$ cat src/rtl/wwts_pkg.sv
// ----------------------------------------------------------------------------
// wwts_pkg
// Shared types, codes and constants of the WMM weighted round robin
// transmit scheduler.
// ----------------------------------------------------------------------------
package wwts_pkg;

  localparam int WEIGHT_W    = 8;
  localparam int WMARK_W     = 11;
  localparam int TOTAL_W     = 11;
  localparam int CFG_INDEX_W = 3;
  localparam int CFG_DATA_W  = 11;
  localparam int NUM_CLASSES = 4;

  localparam logic [TOTAL_W-1:0] TOTAL_MAX = 11'h7FF;

  // Transaction kinds.
  localparam logic [2:0] KIND_ENQUEUE = 3'd0;
  localparam logic [2:0] KIND_PICK    = 3'd1;
  localparam logic [2:0] KIND_REQUEUE = 3'd2;
  localparam logic [2:0] KIND_WAKE    = 3'd3;
  localparam logic [2:0] KIND_FLUSH   = 3'd4;

  // Network layer codes.
  localparam logic [1:0] L3_OTHER = 2'd0;
  localparam logic [1:0] L3_IPV4  = 2'd1;
  localparam logic [1:0] L3_IPV6  = 2'd2;

  // Access classes.
  localparam logic [1:0] CLASS_BK = 2'd0;
  localparam logic [1:0] CLASS_BE = 2'd1;
  localparam logic [1:0] CLASS_VI = 2'd2;
  localparam logic [1:0] CLASS_VO = 2'd3;

  // Configuration register indexes.
  localparam logic [CFG_INDEX_W-1:0] REG_WEIGHT_BK  = 3'd0;
  localparam logic [CFG_INDEX_W-1:0] REG_WEIGHT_BE  = 3'd1;
  localparam logic [CFG_INDEX_W-1:0] REG_WEIGHT_VI  = 3'd2;
  localparam logic [CFG_INDEX_W-1:0] REG_WEIGHT_VO  = 3'd3;
  localparam logic [CFG_INDEX_W-1:0] REG_STOP_LEVEL = 3'd4;
  localparam logic [CFG_INDEX_W-1:0] REG_WAKE_LEVEL = 3'd5;
  localparam logic [CFG_INDEX_W-1:0] REG_TX_ENABLED = 3'd6;

  // Reset values of the configuration registers.
  localparam logic [NUM_CLASSES-1:0][WEIGHT_W-1:0] WEIGHT_RESET =
    {8'd4, 8'd3, 8'd2, 8'd1};
  localparam logic [WMARK_W-1:0] STOP_LEVEL_RESET = 11'd512;
  localparam logic [WMARK_W-1:0] WAKE_LEVEL_RESET = 11'd128;

  typedef struct packed {
    logic [NUM_CLASSES-1:0][WEIGHT_W-1:0] weight;
    logic [WMARK_W-1:0]                   stop_level;
    logic [WMARK_W-1:0]                   wake_level;
    logic                                 tx_enabled;
  } cfg_t;

  typedef struct packed {
    logic [2:0] kind;
    logic [1:0] l3_type;
    logic [7:0] tos_byte;
    logic [2:0] packet_priority;
    logic [1:0] requeue_class;
  } item_t;

  typedef struct packed {
    logic [1:0]         access_class;
    logic               granted;
    logic               stop_event;
    logic               wake_event;
    logic               dropped;
    logic               overflow;
    logic [TOTAL_W-1:0] total_queued;
  } result_t;

  // Priority 1,2 -> BK; 0,3 -> BE; 4,5 -> VI; 6,7 -> VO.
  function automatic logic [1:0] prio_to_class(input logic [2:0] prio);
    logic [1:0] cls;
    case (prio)
      3'd0: cls = CLASS_BE;
      3'd1: cls = CLASS_BK;
      3'd2: cls = CLASS_BK;
      3'd3: cls = CLASS_BE;
      3'd4: cls = CLASS_VI;
      3'd5: cls = CLASS_VI;
      3'd6: cls = CLASS_VO;
      3'd7: cls = CLASS_VO;
      default: cls = CLASS_BE;
    endcase
    return cls;
  endfunction

  // IP frames take the precedence bits of the TOS byte; all others,
  // including the unused layer code, take the packet priority.
  function automatic logic [1:0] classify(input logic [1:0] l3,
                                          input logic [7:0] tos,
                                          input logic [2:0] prio);
    logic [2:0] p;
    p = prio;
    if (l3 == L3_IPV4 || l3 == L3_IPV6) begin
      p = tos[7:5];
    end
    return prio_to_class(p);
  endfunction

endpackage

$ cat src/rtl/wwts_wrr.sv
// ----------------------------------------------------------------------------
// wwts_wrr
// Four-way credit scan from the rotating pointer, with a refill pass when
// no class holds both credit and frames.
// ----------------------------------------------------------------------------
module wwts_wrr
  import wwts_pkg::*;
#(
  parameter int CNT_W = 9
) (
  input  logic [1:0]                           start,
  input  logic [NUM_CLASSES-1:0][CNT_W-1:0]    counts,
  input  logic [NUM_CLASSES-1:0][WEIGHT_W-1:0] credits,
  input  logic [NUM_CLASSES-1:0][WEIGHT_W-1:0] weights,
  output logic                                 grant,
  output logic [1:0]                           grant_class,
  output logic [1:0]                           ptr_next,
  output logic [NUM_CLASSES-1:0][WEIGHT_W-1:0] credits_next
);

  logic       hit_credit;
  logic       hit_any;
  logic [1:0] cls_credit;
  logic [1:0] cls_any;
  logic [1:0] idx;

  // First class in rotated order for each of the two passes.
  always_comb begin
    hit_credit = 1'b0;
    hit_any    = 1'b0;
    cls_credit = CLASS_BK;
    cls_any    = CLASS_BK;
    idx        = start;
    for (int i = 0; i < NUM_CLASSES; i++) begin
      idx = start + 2'(i);
      if (!hit_credit && credits[idx] != '0 && counts[idx] != '0) begin
        hit_credit = 1'b1;
        cls_credit = idx;
      end
      if (!hit_any && counts[idx] != '0) begin
        hit_any = 1'b1;
        cls_any = idx;
      end
    end
  end

  always_comb begin
    credits_next = weights;
    grant        = 1'b0;
    grant_class  = CLASS_BE;
    ptr_next     = start;
    if (hit_credit) begin
      credits_next             = credits;
      credits_next[cls_credit] = credits[cls_credit] - WEIGHT_W'(1);
      grant                    = 1'b1;
      grant_class              = cls_credit;
      ptr_next                 = cls_credit + 2'd1;
    end else if (hit_any) begin
      // Refill pass: a zero weight leaves the credit at zero.
      if (weights[cls_any] != '0) begin
        credits_next[cls_any] = weights[cls_any] - WEIGHT_W'(1);
      end
      grant       = 1'b1;
      grant_class = cls_any;
      ptr_next    = cls_any + 2'd1;
    end
  end

endmodule

$ cat src/rtl/wwts_core.sv
// ----------------------------------------------------------------------------
// wwts_core
// Scheduler state (class counts, credits, pointer, stopped flag) and the
// single-pass update for one transaction.
// ----------------------------------------------------------------------------
module wwts_core
  import wwts_pkg::*;
#(
  parameter int QUEUE_CAP = 256
) (
  input  logic    clk,
  input  logic    rst,
  input  logic    fire,
  input  item_t   item,
  input  cfg_t    cfg,
  output result_t res
);

  localparam int CNT_W = $clog2(QUEUE_CAP + 1);
  localparam int TOT_W = CNT_W + 2;
  localparam int SUM_W = (TOT_W > TOTAL_W) ? TOT_W : TOTAL_W;

  logic [NUM_CLASSES-1:0][CNT_W-1:0]    counts;
  logic [NUM_CLASSES-1:0][CNT_W-1:0]    counts_next;
  logic [NUM_CLASSES-1:0][WEIGHT_W-1:0] credits;
  logic [NUM_CLASSES-1:0][WEIGHT_W-1:0] credits_next;
  logic [1:0]                           next_class;
  logic [1:0]                           next_class_next;
  logic                                 stopped;
  logic                                 stopped_next;

  logic [NUM_CLASSES-1:0][WEIGHT_W-1:0] wrr_credits;
  logic                                 wrr_grant;
  logic [1:0]                           wrr_class;
  logic [1:0]                           wrr_ptr;

  logic [SUM_W-1:0] total_cur;
  logic [SUM_W-1:0] total_after;
  logic [1:0]       enq_class;

  wwts_wrr #(
    .CNT_W(CNT_W)
  ) u_wrr (
    .start       (next_class),
    .counts      (counts),
    .credits     (credits),
    .weights     (cfg.weight),
    .grant       (wrr_grant),
    .grant_class (wrr_class),
    .ptr_next    (wrr_ptr),
    .credits_next(wrr_credits)
  );

  assign total_cur = SUM_W'(counts[0]) + SUM_W'(counts[1])
                   + SUM_W'(counts[2]) + SUM_W'(counts[3]);
  assign enq_class = classify(item.l3_type, item.tos_byte, item.packet_priority);

  always_comb begin
    counts_next     = counts;
    credits_next    = credits;
    next_class_next = next_class;
    stopped_next    = stopped;
    total_after     = total_cur;
    res             = '0;
    case (item.kind)
      KIND_ENQUEUE: begin
        res.access_class = enq_class;
        if (!cfg.tx_enabled) begin
          res.dropped = 1'b1;
        end else if (counts[enq_class] >= CNT_W'(QUEUE_CAP)) begin
          res.overflow = 1'b1;
        end else begin
          counts_next[enq_class] = counts[enq_class] + CNT_W'(1);
          total_after            = total_cur + SUM_W'(1);
          if (total_after >= SUM_W'(cfg.stop_level) && !stopped) begin
            stopped_next   = 1'b1;
            res.stop_event = 1'b1;
          end
        end
      end
      KIND_PICK: begin
        credits_next     = wrr_credits;
        next_class_next  = wrr_ptr;
        res.access_class = wrr_class;
        if (wrr_grant) begin
          counts_next[wrr_class] = counts[wrr_class] - CNT_W'(1);
          total_after            = total_cur - SUM_W'(1);
          res.granted            = 1'b1;
        end
      end
      KIND_REQUEUE: begin
        res.access_class = item.requeue_class;
        if (counts[item.requeue_class] >= CNT_W'(QUEUE_CAP)) begin
          res.overflow = 1'b1;
        end else begin
          counts_next[item.requeue_class] = counts[item.requeue_class] + CNT_W'(1);
          total_after                     = total_cur + SUM_W'(1);
        end
      end
      KIND_WAKE: begin
        if (total_cur <= SUM_W'(cfg.wake_level) && stopped) begin
          stopped_next   = 1'b0;
          res.wake_event = 1'b1;
        end
      end
      KIND_FLUSH: begin
        counts_next = '0;
        total_after = '0;
      end
      default: begin
      end
    endcase
    res.total_queued = (total_after > SUM_W'(TOTAL_MAX)) ? TOTAL_MAX
                                                         : total_after[TOTAL_W-1:0];
  end

  always_ff @(posedge clk) begin
    if (rst) begin
      counts     <= '0;
      credits    <= WEIGHT_RESET;
      next_class <= CLASS_VO;
      stopped    <= 1'b0;
    end else if (fire) begin
      counts     <= counts_next;
      credits    <= credits_next;
      next_class <= next_class_next;
      stopped    <= stopped_next;
    end
  end

endmodule

$ cat src/rtl/wmm_wrr_tx_scheduler_top.sv
// ----------------------------------------------------------------------------
// wmm_wrr_tx_scheduler_top
// WMM transmit scheduler: per-class frame counts, weighted round robin
// pick, and stop/wake flow control against two watermarks.
// ----------------------------------------------------------------------------
// The scheduler takes one transaction per clock while in_stall is low and
// returns exactly one result transaction for each, in order. A transaction
// is first captured in the input register; then the classification, the
// four-way credit scan and the count update run in one pass and land in
// the result register once it can take a result, while the next
// transaction is already being captured. The credit scan over the four
// classes and the count adder set the path length between these two
// registers. The output register lets a finished result wait under stall
// while one more transaction is held at the input; in_stall rises only
// when both are occupied. The configuration registers are written through
// the plain write port and should be changed only when no transaction is
// in flight. QUEUE_CAP sets the per-class capacity and thereby the width
// of the class counters.
// ----------------------------------------------------------------------------
module wmm_wrr_tx_scheduler_top
  import wwts_pkg::*;
#(
  parameter int QUEUE_CAP = 256
) (
  input  logic                   clk,
  input  logic                   rst,

  input  logic                   cfg_we,
  input  logic [CFG_INDEX_W-1:0] cfg_index,
  input  logic [CFG_DATA_W-1:0]  cfg_data,

  input  logic                   in_valid,
  output logic                   in_stall,
  input  logic [2:0]             kind,
  input  logic [1:0]             l3_type,
  input  logic [7:0]             tos_byte,
  input  logic [2:0]             packet_priority,
  input  logic [1:0]             requeue_class,

  output logic                   out_valid,
  input  logic                   out_stall,
  output logic [1:0]             access_class,
  output logic                   granted,
  output logic                   stop_event,
  output logic                   wake_event,
  output logic                   dropped,
  output logic                   overflow,
  output logic [TOTAL_W-1:0]     total_queued
);

  cfg_t    cfg;
  item_t   item;
  logic    item_full;
  result_t res;
  result_t res_reg;
  logic    advance;
  logic    fire;

  // Configuration registers. Indexes past the last register are ignored.
  always_ff @(posedge clk) begin
    if (rst) begin
      cfg.weight     <= WEIGHT_RESET;
      cfg.stop_level <= STOP_LEVEL_RESET;
      cfg.wake_level <= WAKE_LEVEL_RESET;
      cfg.tx_enabled <= 1'b0;
    end else if (cfg_we) begin
      case (cfg_index)
        REG_WEIGHT_BK:  cfg.weight[CLASS_BK] <= cfg_data[WEIGHT_W-1:0];
        REG_WEIGHT_BE:  cfg.weight[CLASS_BE] <= cfg_data[WEIGHT_W-1:0];
        REG_WEIGHT_VI:  cfg.weight[CLASS_VI] <= cfg_data[WEIGHT_W-1:0];
        REG_WEIGHT_VO:  cfg.weight[CLASS_VO] <= cfg_data[WEIGHT_W-1:0];
        REG_STOP_LEVEL: cfg.stop_level       <= cfg_data[WMARK_W-1:0];
        REG_WAKE_LEVEL: cfg.wake_level       <= cfg_data[WMARK_W-1:0];
        REG_TX_ENABLED: cfg.tx_enabled       <= cfg_data[0];
        default: begin
        end
      endcase
    end
  end

  // The result register can take a new result when it is empty or its
  // current transaction is leaving in this cycle.
  assign advance  = !out_valid || !out_stall;
  assign fire     = item_full && advance;
  assign in_stall = item_full && !advance;

  // Input register.
  always_ff @(posedge clk) begin
    if (rst) begin
      item_full <= 1'b0;
    end else if (!in_stall) begin
      item_full <= in_valid;
    end
  end

  always_ff @(posedge clk) begin
    if (!in_stall) begin
      item.kind            <= kind;
      item.l3_type         <= l3_type;
      item.tos_byte        <= tos_byte;
      item.packet_priority <= packet_priority;
      item.requeue_class   <= requeue_class;
    end
  end

  wwts_core #(
    .QUEUE_CAP(QUEUE_CAP)
  ) u_core (
    .clk (clk),
    .rst (rst),
    .fire(fire),
    .item(item),
    .cfg (cfg),
    .res (res)
  );

  // Result register.
  always_ff @(posedge clk) begin
    if (rst) begin
      out_valid <= 1'b0;
    end else if (advance) begin
      out_valid <= fire;
    end
  end

  always_ff @(posedge clk) begin
    if (fire) begin
      res_reg <= res;
    end
  end

  assign access_class = res_reg.access_class;
  assign granted      = res_reg.granted;
  assign stop_event   = res_reg.stop_event;
  assign wake_event   = res_reg.wake_event;
  assign dropped      = res_reg.dropped;
  assign overflow     = res_reg.overflow;
  assign total_queued = res_reg.total_queued;

endmodule
$ cat config.mk
export PLATFORM = sky130hd
export DESIGN_NAME = wmm_wrr_tx_scheduler_top
export DESIGN_NICKNAME = d
export VERILOG_FILES = /design/src/rtl/wwts_pkg.sv /design/src/rtl/wwts_wrr.sv /design/src/rtl/wwts_core.sv /design/src/rtl/wmm_wrr_tx_scheduler_top.sv
export SDC_FILE = /design/constraint.sdc
export NUM_CORES = 1
export LEC_CHECK = 0
export ABC_AREA = 1
export BUFFER_PORTS_ARGS = -buffer_cell sky130_fd_sc_hd__buf_4
export CAP_MARGIN = 20
export CORE_UTILIZATION = 40
export CTS_BUF_LIST = sky130_fd_sc_hd__clkbuf_8
export DETAILED_ROUTE_END_ITERATION = 7
export PLACE_DENSITY = 0.67
export SYNTH_ARGS = -nofsm -noshare
export SYNTH_HDL_FRONTEND = slang
export SYNTH_SLANG_ARGS = --single-unit
$ cat constraint.sdc
create_clock -name clk -period 12.51 [get_ports clk]
set_clock_uncertainty 0.2 [all_clocks]
set_input_delay 3.1275 -clock clk [delete_from_list [all_inputs] [get_ports clk]]
set_output_delay 3.1275 -clock clk [all_outputs]
set_load 0.02 [all_outputs]
* Word level (Yosys, flattened, before mapping) *
Memories as Yosys holds them, arrays and structs flattened.
Index checks and enable logic that the tools add are counted.

operators by class
  eq/ne operators = 18
  order comparisons = 19
  add/subtract/negate cells = 15
  muxes and demuxes = 91
  bitwise logic cells = 2
  reduce and logical (&&, ||, !) cells = 57

operators with widths
  operator                                                                       number
  36-bit two-way mux                                                             4
  36-bit one-hot mux with 4 select lines                                         1
  9-bit binary-select mux with 2-bit select                                      7
  36-bit bitwise mux                                                             3
  8-bit binary-select mux with 2-bit select                                      6
  32-bit two-way mux                                                             3
  9-bit two-way mux                                                              10
  32-bit bitwise mux                                                             2
  8-bit two-way mux                                                              8
  9-bit demux with 2-bit select                                                  3
  11-bit two-way mux                                                             4
  11-bit one-hot mux with 4 select lines                                         1
  8-bit nonzero test                                                             5
  9-bit nonzero test                                                             4
  8-bit demux with 2-bit select                                                  2
  2-bit by 3-bit less-than comparator with 1-bit output (second input constant)  9
  2-bit two-way mux                                                              12
  11-bit by 9-bit adder with 11-bit output                                       2
  1-bit two-way mux                                                              21
  1-bit logical AND                                                              19
  9-bit by 1-bit adder with 9-bit output (second input constant)                 2
  9-bit greater-or-equal comparator (second input constant)                      2
  2-bit AND reduction                                                            8
  8-bit by 1-bit subtractor with 8-bit output (second input constant)            2
  other kinds (29)                                                               62

storage, ports and cells
  memories = 1
  bits in read-only memories = 16
  input port bits = 37
  output and inout bits = 20
  bits in registers = 164
  word-level logic and storage cells = 234

memory list
  memory           words  width  read ports  clocked after memory_dff  wr ports  RTL line        text
  (no name shown)  8      2      1           0                         0         wwts_pkg.sv:78  case (prio)

* Depth between registers and ports, before layout *
Gate-level depths: netlist of the first run.

  depth in word-level cells = 25
  gate-level depth with buffers = 32
  gate-level depth less buffers = 32

* By module *
Synthesis of the first run repeated with hierarchy kept, for this count alone.

unflattened totals
  cell total of the unflattened synthesis = 2456
  area total of the unflattened synthesis = 14626.5 µm²

modules (own cells, without submodules)
  module                    cells an instance  instances  sequential area each (µm²)  area an instance (µm²)
  wwts_core                 1294               1          1421.4                      7548.5
  wwts_wrr                  796                1          0.0                         3706.1
  wmm_wrr_tx_scheduler_top  366                1          2222.1                      3372.0

* Least setup slack after synthesis of the first run *
No wires, ideal clock.

  path kind = input to output
  start point = in out_stall
  end point = out in_stall
  buffers on the path = 0
  slack = 5.632 ns
  data required time = 9.182 ns
  arrival time = 3.550 ns
  cell stages on the path = 2
  path through = nand2_1 nor2_1

on the way
  cells in the longest elaborated chain, start to end = 4

ends and longest elaborated chain
  what               RTL line                        text
  from (decl)        wmm_wrr_tx_scheduler_top.sv:41  input logic out_stall,
  1-bit logical NOT  wmm_wrr_tx_scheduler_top.sv:83  assign advance = !out_valid || !out_stall;
  1-bit logical OR   wmm_wrr_tx_scheduler_top.sv:83
  1-bit logical NOT  wmm_wrr_tx_scheduler_top.sv:85  assign in_stall = item_full && !advance;
  1-bit logical AND  wmm_wrr_tx_scheduler_top.sv:85
  to (decl)          wmm_wrr_tx_scheduler_top.sv:33  output logic in_stall,

Every way passes these cells.

* Worst setup path in the final report of the first run *
Same ends and word-level chain as after synthesis.

==> results by stage, run 1 <==
Clocking:
- The insertion delay to the later sink of the worst-skew pair is 500 ps.
- The number of sinks handled by clock tree synthesis is 159.
- The hold buffer count at CTS is 0.
- The H-tree level count is 4.
- The number of CTS-inserted buffers is 17.
- The post-cts resize count is 0.
- The clock transition at the registers of the reported paths is 80 ps.
- The maximum buffer depth of the clock tree is 2.
- TritonCTS built the clock tree.
- The number of buffers added for setup after CTS is 0.
- The library cell used as clock root buffer is clkbuf_8.

Global route:
- Entering global routing, the biggest net connects 66 pins.
- The number of antenna violations at the first check in global routing is 0.
- For this run the aggregate overflow at the end of global routing stands at 0.
- The wire length of the first global-routing pass is 73,890 µm.
- The overall global routing resource usage is 26.93%.
- The via count of the first global-routing pass was 13,570.

Setup path:
- The largest single stage delay on the critical path is 180 ps.
- The source of the critical timing path is out_stall.
- The signal on the critical path passes through buf_4 > nand2_1 > nor2_1 > buf_4.
- The critical path contains buffers and inverters numbering 2 combined.
- At the worst endpoint, the required time is 9180 ps.
- Among cell families on the critical path, the largest total delay comes from buffers and inverters.
- The cell that appears most often on the critical path is buf_4.
- The arrival time of the worst setup path is 3640 ps.
- The critical path capture point type is a primary output.
- The cell with the largest stage delay on the worst path is nor2_1.
- Along the worst path, the maximum fanout reaches 3.
- The type of origin of the critical path is an input port.
- By startpoint and endpoint, the worst setup path is classified as input port to primary output.
- The worst register-to-register path begins at u_core.counts[9]$_SDFFE_PP0P_.

Pwr:
- The total power of the final layout is 2.350 mW.
- The power density normalized to cell area is 160.4 mW/mm².
- The worst IR drop on VDD is 0.1252 mV.
- For this design the static power due to leakage is 6.808 nW.

Floorplan:
- The die is 186.8 µm wide.
- The initial cell density of the core is 40.75%.
- The top-level I/O count is 57.
- From bottom edge to top edge, the die measures 186.8 µm.
- The die covers 0.03490 mm².
- The core region is 0.03353 mm².
- In this run the core area contains 67 standard-cell rows.

Placed design:
- The global placer's final weighted congestion is 0.9814.
- The number of port buffers is 51.
- The post-DP HPWL is 35,380 µm.

Route:
- In the routed layout, each cell is associated on average with a via count of 5.620.
- The length of routed wiring on met1 is 20,180 µm.
- In this run the remaining antenna-violating nets after routing total 0.
- The highest routed metal layer is met4.
- For this run, design rule violations remaining after detail routing come to 0.
- The routed design uses 4306 µm of met3 wire.
- The detailed-router iteration count before antenna repair is 6.
- The routed layout has 14,850 vias.
- Dividing the detail-routed wire length by the instance count gives 18.09 µm.
- The routed design has 47,820 µm of wire.
- In this run, the number of DRC markers left after iteration 0 of detailed routing was 1,825.
- The met2 layer wire length in the routed design is 21,470 µm.

Logic synthesis:
- The total of flip-flops plus latches after synthesis is 159.
- dfxtp_1 takes more of the synthesized area than any other cell.
- After synthesis, the mean cell area works out to 6.268 µm².
- The post-synthesis async set-or-reset flop share is 0%.
- The area share of the largest cell type after synthesis is 18.75%.
- The post-synthesis instance area is 0.01366 mm².
- After synthesis, the cell types taking the most area are dfxtp_1, nand2_1, inv_1.
- The most used flip-flop cell after synthesis is dfxtp_1.
- The netlist uses 57 different library cells.
- Counting every net in the synthesized netlist gives 2,276.
- Synthesis produced a netlist whose cell count is 2,180.
- The number of warnings printed during yosys synthesis is 0.
- Sequential elements use 25.57% of the synthesized area.
- Yosys mapped a number of flops with a built-in enable equal to 31.

Worst hold path:
- In this run the most critical hold path is launched from cfg[18]$_SDFFE_PP0P_.
- The min-delay analysis places its worst path in the category flop to flop.

Timing:
- The number of max-slew violations in the final report is 0.
- Setup repair after global routing left no endpoint under its margin.
- The transition time of the tightest slew-check pin is 846.0 ps.
- Setup violations remaining at the end of the flow were counted as 0.
- The highest achievable clock rate is 143.6 MHz.
- The number of hold-slack violations in the final timing report is 0.
- The setup TNS after final layout is 0 ps.
- The final clock period utilization by the worst path is 55.67%.
- The minimum clock period after layout is 6965 ps.
- The worst relative slew slack is 43.39%.

Layout:
- The sequential cells in the finished layout cover a total of 0.003495 mm².
- Cells with a size suffix above 1 make up 8.793% of the layout.
- The final antenna diode count is 0.
- The area used by multi-input combinational logic is 0.008442 mm².
- From synthesis to final layout, the design area changed by 7.243%.
- The number of nets in the final layout is 2,279.
- The filler cells instantiated in the layout total 3,573.

Status:
- The flow ran to the end, and the final reports show no timing, DRC or antenna violations.

Run:
- The reported max-cap violation count is 0.
-- cell type report --
type	instances	share of cell area (%)
Timing Repair Buffer	64	3.347
Clock inverter	14	0.9904
Multi-Input combinational cell	1598	57.61
Sequential cell	159	23.85
Tap cell	448	3.825
Clock buffer	17	1.597
Inverter	343	8.786
-- cells by family after synthesis --
| kind of cell | after synthesis | synth area share, % |
|---|---|---|
| fa+ha+maj | 59 | 6.007 |
| buf+inv | 423 | 12.71 |
| simple gates | 974 | 31.53 |
| compound gates | 526 | 21.53 |
| xor+xnor | 39 | 2.665 |
| flops | 159 | 25.57 |
-- power breakdown --
part	switching, mW	internal, mW	total [mW]
registers	0.0200	0.546	0.566
clock network	0.231	0.164	0.395
logic	1.02	0.370	1.39
total	1.27	1.08	2.35
-- sequential cells by signal, indices dropped and copies added, names as in the netlist --
name / flops
access_class: 2
item_full: 1
item: 13
u_core.counts: 36
stop_event: 1
u_core.credits: 32
total_queued: 11
u_core.next_class: 2
u_core.stopped: 1
overflow: 1
granted: 1
wake_event: 1
out_valid: 1
dropped: 1
cfg: 55
-- layout by cell type, fill, tap and decap left out, types with 6 or more instances in the layout --
cell type  count
o221ai_1       7
nand3_1      163
fa_1          11
edfxtp_1      31
a22oi_1        7
o211ai_1      32
nand4_1       26
ha_1          48
nor3_1        17
buf_4         62
inv_1        322
a21oi_1      218
a221oi_1      10
nor2_1       188
inv_2         19
xor2_1        28
nand2_4        6
xnor2_1        8
nand3b_1      12
nor2_2        12
o22ai_1       24
o21ai_0      159
nor2_4         7
dfxtp_1      127
nand2_2       21
clkbuf_8      17
nand3_2       11
nand2_1      496
a31oi_1        7
o21ai_1       28
-- final timing paths --
| check | end | slack (ps) | cells past startpoint |
|---|---|---|---|
| worst max-delay path | in_stall | 5550 | 4 |
| worst max register to register | u_core.stopped$_SDFFE_PP0P_ | 6140 | 31 |
| worst min register to register | cfg[18]$_SDFFE_PP0P_ | 260 | 2 |
| worst min-delay path | cfg[18]$_SDFFE_PP0P_ | 260 | 2 |
-- metal layers --
layer,vias up,global-route usage (%)
li1,7166,-
met5,-,0
met3,130,4.203
met4,0,12.52
met2,790,43.11
met1,6768,35.57
-- worst register-to-register path, delay by kind of cell (launching register included) --
family | cells | cell delay [ps]
xor+xnor | 2 | 350
compound gates | 8 | 1900
simple gates | 10 | 1150
fa+ha+maj | 5 | 1740
buf+inv | 6 | 400
flops | 1 | 520
-- Yosys cell counts (12+ instances only) --
cell type / instances
clkbuf_1: 41
nor2_1: 189
buf_6: 14
o21ai_1: 28
nand2_1: 496
o21ai_0: 159
nand2_2: 21
nor3_1: 18
nand3_1: 163
inv_1: 323
nand4_1: 26
o22ai_1: 24
o211ai_1: 32
a21oi_1: 218
edfxtp_1: 31
xor2_1: 28
ha_1: 48
dfxtp_1: 128
nand3b_1: 12
inv_2: 18
buf_2: 17
-- through the flow --
stage,setup slack [ps],utilization [%],instance area [µm²],instances,hold slack [ps]
finish,5545,43.70,14650,2643,265.0
global route,5497,43.70,14650,2643,292.4
CTS,5549,43.69,14650,2642,266.4
detailed placement,5548,42.56,14270,2611,253.4
global placement,5572,42.50,14250,2610,253.1
floorplan,5632,-,13660,2180,235.3
Power figures use the tool's default switching activity.
==> run 2: changes to the inputs <==
==> constraint.sdc (replaced) <==
create_clock -name clk -period 6.66 [get_ports clk]
set_clock_uncertainty 0.2 [all_clocks]
set_input_delay 1.665 -clock clk [delete_from_list [all_inputs] [get_ports clk]]
set_output_delay 1.665 -clock clk [all_outputs]
set_load 0.02 [all_outputs]
==> results by stage, run 2 (synthesized netlist as in run 1, its figures left out) <==
Setup path:
- The worst setup slack for register-to-register paths is 580 ps (was 6140 ps).
- The endpoint of the worst register-to-register path is u_core.stopped$_SDFFE_PP0P_ (unchanged).
- The source of the critical timing path was u_core.counts[9]$_SDFFE_PP0P_ (was out_stall).
- The cell with the largest stage delay on the worst path is fa_1 (was nor2_1).
- The worst setup path category is flop to flop (was input port to primary output).
- The required time of the critical path is 6850 ps (was 9180 ps).
- The most numerous cell on the critical path is inv_1 (was buf_4).
- The top fanout value on the critical path is 6 (was 3).
- The critical path capture point type is a flop (was primary output).
- The cell count of the worst reg-to-reg path is 31 (unchanged).
- The startpoint of the worst register-to-register path is u_core.counts[9]$_SDFFE_PP0P_ (unchanged).
- The arrival time of the worst setup path is 6270 ps (was 3640 ps).
- The last element of the critical path was u_core.stopped$_SDFFE_PP0P_ (was in_stall).
- The type of origin of the critical path is a flop (was input port).
- The largest stage delay on the critical path is 490 ps (was 180 ps).

Layout:
- Biggest registers after layout: cfg (55), u_core.counts (36), u_core.credits (32) (unchanged).
- The total area of sequential cells is 0.003495 mm² (unchanged).
- The register with the highest flop count is cfg (unchanged).
- The area added between synthesis and finish is 7.701% (was 7.243%).
- The most frequent standard cell in the layout excluding fill and tap cells was nand2_1 (unchanged).
- The filler cell count in the final layout was 3,570 (was 3,573).
- The final antenna diode count was 0 (unchanged).
- The area used by multi-input combinational logic is 0.008442 mm² (unchanged).
- The number of flip-flops under the largest register name is 55 (unchanged).
- The share of final-layout standard cells stronger than drive strength 1 is 8.872% (was 8.793%).
- The number of nets in the final layout was 2,281 (was 2,279).
- The non-filler instance count after layout is 2,646 (was 2,643).
- Most frequent cells in the layout: nand2_1, inv_1, a21oi_1 (unchanged).

Clocking:
- The number of sinks handled by clock tree synthesis is 159 (unchanged).
- The H-tree level count is 4 (unchanged).
- The CTS tree is built (unchanged).
- The number of buffers added for setup after CTS is 0 (unchanged).
- The library cell used as clock root buffer is clkbuf_8 (unchanged).
- The hold buffer count at CTS was 0 (unchanged).
- The insertion delay to the later sink of the worst-skew pair is 520 ps (was 500 ps).
- The clock transition at the registers of the reported paths was 110 ps (was 80 ps).
- The maximum buffer depth of the clock tree is 2 (unchanged).
- The number of CTS-inserted buffers came to 17 (unchanged).
- The post-cts resize count is 0 (unchanged).

Timing:
- The minimum clock period after layout is 6080 ps.
- The worst relative slew slack is 40.10% (was 43.39%).
- Based on the critical path, the design can be clocked at up to 164.5 MHz.
- The transition time of the tightest slew-check pin is 895.3 ps (was 846.0 ps).
- The number of setup violations in the final report is 0 (unchanged).
- The number of hold-slack violations in the final timing report is 0 (unchanged).
- The slack of the critical path is 580.4 ps (was 5545 ps).
- The worst hold slack across all endpoints is 274.7 ps (was 265.0 ps).
- RSZ-0062 raised after global routing: no (unchanged).
- The setup TNS after final layout is 0 ps (unchanged).
- The final clock period utilization by the worst path is 91.29%.
- The number of max-slew violations in the final report came to 0 (unchanged).

Pwr:
- The logic gate share of total power is 58.1% (was 59.1%).
- The worst IR drop on VDD is 0.2571 mV (was 0.1252 mV).
- The leakage dissipation is 6.835 nW (was 6.808 nW).
- The sequential power share came to 23.9% (was 24.1%).
- The total power of the final layout is 4.464 mW (was 2.350 mW).
- The power density normalized to cell area is 303.3 mW/mm² (was 160.4 mW/mm²).
- The switching part of the total came to 54.12% (was 54.04%).
- The clock share of power is 18.1% (was 16.8%).
- The switching power total is 2.416 mW (was 1.270 mW).
- The internal power consumption is 2.048 mW (was 1.080 mW).

Route:
- The via total after detailed routing is 14,810 (was 14,850).
- The number of antenna-violating nets in the routed design is 0 (unchanged).
- The length of routed wiring on met1 is 20,440 µm (was 20,180 µm).
- The detailed-router iteration count before antenna repair is 8 (was 6).
- The highest routed metal layer was met4 (unchanged).
- The average wire per cell in the routed design is 18.23 µm (was 18.09 µm).
- The routed length on met3 is 3766 µm (was 4306 µm).
- The wire length after detailed routing came to 48,250 µm (was 47,820 µm).
- The met2 layer wire length in the routed design is 21,880 µm (was 21,470 µm).
- The number of design rule violations left after detail routing is 0 (unchanged).
- The starting DRC count in detailed routing is 1,724 (was 1,825).
- The mean number of vias per cell was 5.598 (was 5.620).

Placed design:
- The number of port buffers is 51 (unchanged).
- The global placer's final weighted congestion is 1.011 (was 0.9814).
- The post-DP HPWL is 35,070 µm (was 35,380 µm).
- The total placed cells including tap cells was 2,613 (was 2,611).
- The pre-CTS worst setup slack is 700.2 ps (was 5548 ps).

Floorplan:
- The chip width is 186.8 µm (unchanged).
- The area of the die is 0.03490 mm² (unchanged).
- The placeable core region is 0.03353 mm² (unchanged).
- The initial cell density of the core is 40.75% (unchanged).
- The placement row count is 67 (unchanged).
- The top-level I/O count is 57 (unchanged).
- The die span in y came to 186.8 µm (unchanged).

Global route:
- The number of antenna violations at the first check in global routing was 0 (unchanged).
- The via count of the first global-routing pass was 13,670 (was 13,570).
- The overall global routing resource usage came to 27.40% (was 26.93%).
- The largest net degree at the start of global routing is 64 (was 66).
- The wire length of the first global-routing pass was 74,900 µm (was 73,890 µm).
- The total congestion overflow is 0 (unchanged).

Status:
- Run status: finished clean (unchanged).

Worst hold path:
- The path class of the lowest-slack min-delay path is flop to flop (unchanged).

Run:
- The reported max-cap violation count is 0 (unchanged).
## run 2: how the worst min path moves through the flow
stage	from	end	slack, ps	cells after the start
final	cfg[19]$_SDFFE_PP0P_	cfg[19]$_SDFFE_PP0P_	270	2
after global routing	cfg[5]$_SDFFE_PP0P_	cfg[5]$_SDFFE_PP0P_	290	2
after CTS	cfg[3]$_SDFFE_PP0P_	cfg[3]$_SDFFE_PP0P_	270	2
after detailed placement	cfg[5]$_SDFFE_PP0P_	cfg[5]$_SDFFE_PP0P_	260	2
after global placement	cfg[14]$_SDFFE_PP0P_	cfg[14]$_SDFFE_PP0P_	260	2
after floorplan	cfg[10]$_SDFFE_PP0P_	cfg[10]$_SDFFE_PP0P_	240	2
## run 2: per-layer routing
layer | GRT usage [%] | up-vias
li1 | - | 7179
met1 | 35.64 | 6843
met2 | 44.50 | 644
met3 | 4.221 | 146
met4 | 12.83 | 0
met5 | 0 | -
## run 2: worst max-delay path, delay by kind of cell (launching register included)
kind,cells,cell delay (ps)
AO/OA/AOI/OAI,8,1680
adder cells (fa/ha/maj),5,1670
AND/OR/NAND/NOR,9,1050
buffers and inverters,7,550
flip-flops,1,460
XOR/XNOR,2,330
## run 2: metrics by stage
step	instance area [µm²]	util (%)
6_report	14720	43.89
5_1_grt	14720	43.89
4_1_cts	14710	43.87
3_5_place_dp	14290	42.60
3_3_place_gp	14260	42.54
2_1_floorplan	13660	-
## run 2: final cells by class
class | instances | area share, %
multi-input cells | 1598 | 57.36
flip-flops and latches | 159 | 23.75
inverters | 343 | 8.748
well taps | 448 | 3.809
repair buffers | 66 | 3.452
clock buffers | 17 | 1.590
clock inverters | 15 | 1.292
## run 2: power by group through the flow
stage / logic [mW] / clock network (mW) / registers, mW
after floorplan: 1.89 / 0 / 1.08
after detailed placement: 2.50 / 0 / 1.09
after CTS: 2.51 / 0.816 / 1.06
final: 2.59 / 0.807 / 1.06
after global routing: 2.84 / 0.851 / 1.07
after global placement: 2.46 / 0 / 1.08
